**config.mk**
```make
export PLATFORM = sky130hd
export DESIGN_NAME = dcts_front
export DESIGN_NICKNAME = d
export VERILOG_FILES = /design/src/sv/dcts_pkg.sv /design/src/sv/dcts_front.sv
export SDC_FILE = /design/constraint.sdc
export NUM_CORES = 1
export LEC_CHECK = 0
export BUFFER_PORTS_ARGS = -buffer_cell sky130_fd_sc_hd__buf_2
export CORE_MARGIN = 3
export CORE_UTILIZATION = 56
export DETAILED_ROUTE_END_ITERATION = 8
export PLACE_DENSITY = 0.89
export SETUP_SLACK_MARGIN = 0.15
export SLEW_MARGIN = 25
export SYNTH_ARGS = -nofsm -noshare
export SYNTH_HDL_FRONTEND = slang
export SYNTH_SLANG_ARGS = --single-unit
```
**constraint.sdc**
```tcl
create_clock -name i_clk -period 7.1 [get_ports i_clk]
set_input_delay 0.71 -clock i_clk [delete_from_list [all_inputs] [get_ports i_clk]]
set_output_delay 0.71 -clock i_clk [all_outputs]
set_load 0.02 [all_outputs]
```
**src/sv/dcts_pkg.sv**
```systemverilog
// Shared types, constants and angle tables for the decimal CORDIC tangent unit.
`default_nettype none
package dcts_pkg;

    localparam int TABLE_DEPTH = 16;
    localparam int LAST_STEP   = 9;
    localparam int THR_W       = 21;
    localparam int VEC_W       = 44;

    localparam logic [30:0] ONE_Q30 = 31'h4000_0000;

    localparam logic [29:0] ATAN_Q30 [0:LAST_STEP] = '{
        30'd843314857, 30'd107018401, 30'd10737060, 30'd1073741, 30'd107374,
        30'd10737, 30'd1074, 30'd107, 30'd11, 30'd1
    };

    localparam logic [29:0] POW_Q30 [0:LAST_STEP] = '{
        30'd1073741823, 30'd107374182, 30'd10737418, 30'd1073742, 30'd107374,
        30'd10737, 30'd1074, 30'd107, 30'd11, 30'd1
    };

    localparam logic [29:0] DEC_DIV [0:LAST_STEP] = '{
        30'd1, 30'd10, 30'd100, 30'd1000, 30'd10000, 30'd100000, 30'd1000000,
        30'd10000000, 30'd100000000, 30'd1000000000
    };

    typedef enum logic [1:0] {
        CLS_NEG,
        CLS_SMALL,
        CLS_RUN
    } t_cls;

    typedef struct packed {
        logic [30:0] mag;
        t_cls        cls;
    } t_item;

    typedef enum logic [3:0] {
        ST_IDLE,
        ST_SEL,
        ST_DEC,
        ST_UPD,
        ST_POST,
        ST_TAN,
        ST_SQX,
        ST_SQY,
        ST_SUM,
        ST_ROOT,
        ST_LDC,
        ST_COS,
        ST_LDS,
        ST_SIN,
        ST_FIN,
        ST_DONE
    } t_state;

    function automatic logic [30:0] step_angle(input logic [3:0] k);
        logic [30:0] v;
        if (32'(k) < TABLE_DEPTH) begin
            v = {1'b0, ATAN_Q30[k]};
        end else begin
            v = (k == 4'd0) ? {1'b0, ONE_Q30[29:0]} + 31'd1 : {1'b0, POW_Q30[k]};
        end
        return v;
    endfunction

endpackage
`default_nettype wire

```
**src/sv/dcts_front.sv**
```systemverilog
// Front part: threshold register, item classification and a two-entry item queue.
`default_nettype none
module dcts_front import dcts_pkg::*; (
    input  wire logic        i_clk,
    input  wire logic        i_rst_n,
    input  wire logic        push,
    output logic             full,
    input  wire logic [31:0] i_angle,
    input  wire logic        i_cfg_valid,
    output logic             o_cfg_ready,
    input  wire logic [20:0] i_cfg_data,
    output t_item            o_item,
    output logic             o_item_valid,
    input  wire logic        i_item_ready,
    output logic [20:0]      o_th
);

    logic [20:0] r_th;
    t_item       r_q [2];
    logic        r_wp;
    logic        r_rp;
    logic [1:0]  r_cnt;
    logic [1:0]  n_cnt;
    logic        w_push;
    logic        w_pop;
    t_item       w_new;

    assign o_cfg_ready  = 1'b1;
    assign o_th         = r_th;
    assign full         = (r_cnt == 2'd2);
    assign o_item_valid = (r_cnt != 2'd0);
    assign o_item       = r_q[r_rp];
    assign w_push       = push && !full;
    assign w_pop        = o_item_valid && i_item_ready;

    always_comb begin
        w_new.mag = i_angle[30:0];
        if (i_angle[31]) begin
            w_new.cls = CLS_NEG;
        end else if ({10'd0, r_th} > i_angle[30:0]) begin
            w_new.cls = CLS_SMALL;
        end else begin
            w_new.cls = CLS_RUN;
        end
    end

    always_comb begin
        n_cnt = r_cnt;
        if (w_push && !w_pop) begin
            n_cnt = r_cnt + 2'd1;
        end else if (!w_push && w_pop) begin
            n_cnt = r_cnt - 2'd1;
        end
    end

    always_ff @(posedge i_clk) begin
        if (!i_rst_n) begin
            r_th  <= 21'd1;
            r_wp  <= 1'b0;
            r_rp  <= 1'b0;
            r_cnt <= 2'd0;
        end else begin
            if (i_cfg_valid && o_cfg_ready) begin
                r_th <= (i_cfg_data == 21'd0) ? 21'd1 : i_cfg_data;
            end
            if (w_push) begin
                r_wp <= ~r_wp;
            end
            if (w_pop) begin
                r_rp <= ~r_rp;
            end
            r_cnt <= n_cnt;
        end
    end

    always_ff @(posedge i_clk) begin
        if (w_push) begin
            r_q[r_wp] <= w_new;
        end
    end

endmodule
`default_nettype wire

```
==> flow_metrics.tcl <==
set metrics [dict create \
    status "finished clean" \
    cp.required_ps 6390 \
    ys_top_cells_by_area "edfxtp_1 (49%), dfxtp_1 (13%), mux2_2 (9.2%), ha_1 (6.8%), mux2i_1 (4.9%)" \
    start_util_pct 58.6 \
    max_cap_viol_count 0 \
    power_mw 1.41 \
    die_width_um 91.0 \
    cts_made_buffers 9 \
    ys_warn_count 0 \
    setup_violations 0 \
    antennaDiodeCount 0 \
    grt_pass1_vias 2780 \
    rsz0062_at_grt "false" \
    arrival_ps 1930 \
    fin_crit_sh_pct 37.2 \
    crit_type "reg2out" \
    root_buffer "clkbuf_8" \
    die_h_um 91.0 \
    grt_pass1_wl_um 13600 \
    via_per_inst 5.31 \
    wl_per_cell_um 16.5 \
    final_cells 508 \
    ys_types 41 \
    netlist_area_mm2 0.00405 \
    start_kind "flop" \
    clk_pin_slew_ps 90 \
    cts_tree "done" \
    synth.most_common_cell "edfxtp_1" \
    track_usage_pct 20.9 \
    power.leakage_nw 2.13 \
    ctsHoldBuffers 0 \
    io_pins 115 \
    grt_remaining_overflow 0 \
    syn_nets 370 \
    firstDrtPassIters 6 \
    synthFlopType "edfxtp_1" \
    port_buffers 113 \
    netlist.area_leader.share_pct 48.9 \
    placed_cells_incl_taps 491 \
    ys_ff_latch 92 \
    clock_latency_ps 350 \
    placed_area_mm2 0.00471 \
    antenna_found_initial 0 \
    synth_edf_count 66 \
    wirelength_um 8400 \
    post_cts_buffers 0 \
    area_growth_pct 21.4 \
    final_area_mm2 0.00492 \
    async_flop_share_pct 0 \
    clkSinkCount 92 \
    dp_hpwl_um 6310 \
    fin_ws_ps 4460 \
    core_region_area_mm2 0.00691 \
    yosys.area.top_type "edfxtp_1" \
    avgSynthCellArea_um2 14.0 \
    fmax_ghz 0.379 \
    num-nets-final 487 \
    grt_max_degree 35 \
    gp_congestion 0.768 \
    final_antenna_net_count 0 \
    drc 0 \
    cts_buffer_depth 2 \
    nFillCells 503 \
    worst_slew_pin_slew_ps 711 \
    drv_slew 0 \
    hold_viol 0 \
    vdd_drop_max_mv 0.182 \
    synth_top_cells_by_count "edfxtp_1 (66), mux2_2 (33), dfxtp_1 (26)" \
    preCtsSetupSlack_ps 4710 \
    tns_ps 0 \
    finClkSkew_ps 10.4 \
    num_vias 2699 \
    num_rows 30 \
    synthCells 290 \
    yosysSeqAreaShare_pct 61.8 \
    slew_headroom_pct 52.6 \
    final_layout_size_suffix_gt1_share_pct 42.0 \
    crit_path_max_fanout 24 \
    cts.htree.levels 3 \
    cts_resized 0 \
    min-delay-path-class "reg2reg" \
    cp-end-kind "primary output" \
    die_area_mm2 0.00829 \
    power_density_mw_per_mm2 286 \
    fin_crit_ps 2640 \
    initialDrtViolationCount 132 \
]
worst paths after layout:
| kind | start | endpoint | slack [ps] | cells after the start |
|---|---|---|---|---|
| max | flop | o_item[1] | 4460 | 3 |
| max reg2reg | o_th[13] | r_q[0][1] | 5140 | 5 |
| min reg2reg | r_cnt[1] | r_cnt[1] | 520 | 2 |
| min | r_cnt[1] | r_cnt[1] | 520 | 2 |
registers in the layout (all words and copies together), names as in the netlist, named ones only:
signal	cells
r_wp	1
r_cnt	2
r_rp	1
r_q	66
o_th	21
logic make-up after synthesis:
| logic type | share of synthesized area, % |
|---|---|
| fa+ha+maj | 6.80 |
| flops | 61.8 |
| mux | 14.1 |
| simple gates | 9.36 |
| buf+inv | 3.40 |
| xor+xnor | 0.649 |
| other cells | 0.0926 |
| compound gates | 3.77 |
placed cells by master (no fill, tap or decap), drive strengths merged, types with 5 or more instances in the layout:
cell and instances:
a21oi 9, mux2i 20, nor2b 20, edfxtp 66, nor4 6, nand2 5
nand3 5, buf 116, dfxtp 26, nor2 5, clkbuf 9, mux2 33
ha 22, o21ai 7, inv 27
power breakdown:
part	switching, mW	leakage, nW	internal, mW
Clock	0.191	0.0840	0.132
Sequential	0.0322	0.832	0.648
Combinational	0.233	1.21	0.171
critical path, stage by stage, from the launching register on:
cell and delay (ps):
dfxtp_1 620, buf_4 400, mux2_2 390, buf_2 160
stage by stage:
step	utilization [%]	hold WS [ps]
CTS	70.9	525
floorplan	-	473
detailed placement	68.2	509
finish	71.2	518
global route	71.2	543
global placement	68.2	485
metal layers:
layer  track usage, %  share of wire (%)  vias to the layer above
li1                 -                  -                     1306
met1             26.4                 42                     1281
met2             35.4                 51                       98
met3             3.98                5.8                       14
met4             8.17                1.8                        0
met5                0                  0                        -
cell type report:
| type | instances | area [µm²] | area share, % |
|---|---|---|---|
| Sequential cell | 92 | 2500 | 50.9 |
| Multi-Input combinational cell | 163 | 1420 | 28.8 |
| Timing Repair Buffer | 116 | 601 | 12.2 |
| Clock buffer | 9 | 124 | 2.52 |
| Tap cell | 96 | 120 | 2.44 |
| Inverter | 25 | 93.8 | 1.91 |
| Clock inverter | 7 | 60.1 | 1.22 |
Power figures use the tool's default switching activity.
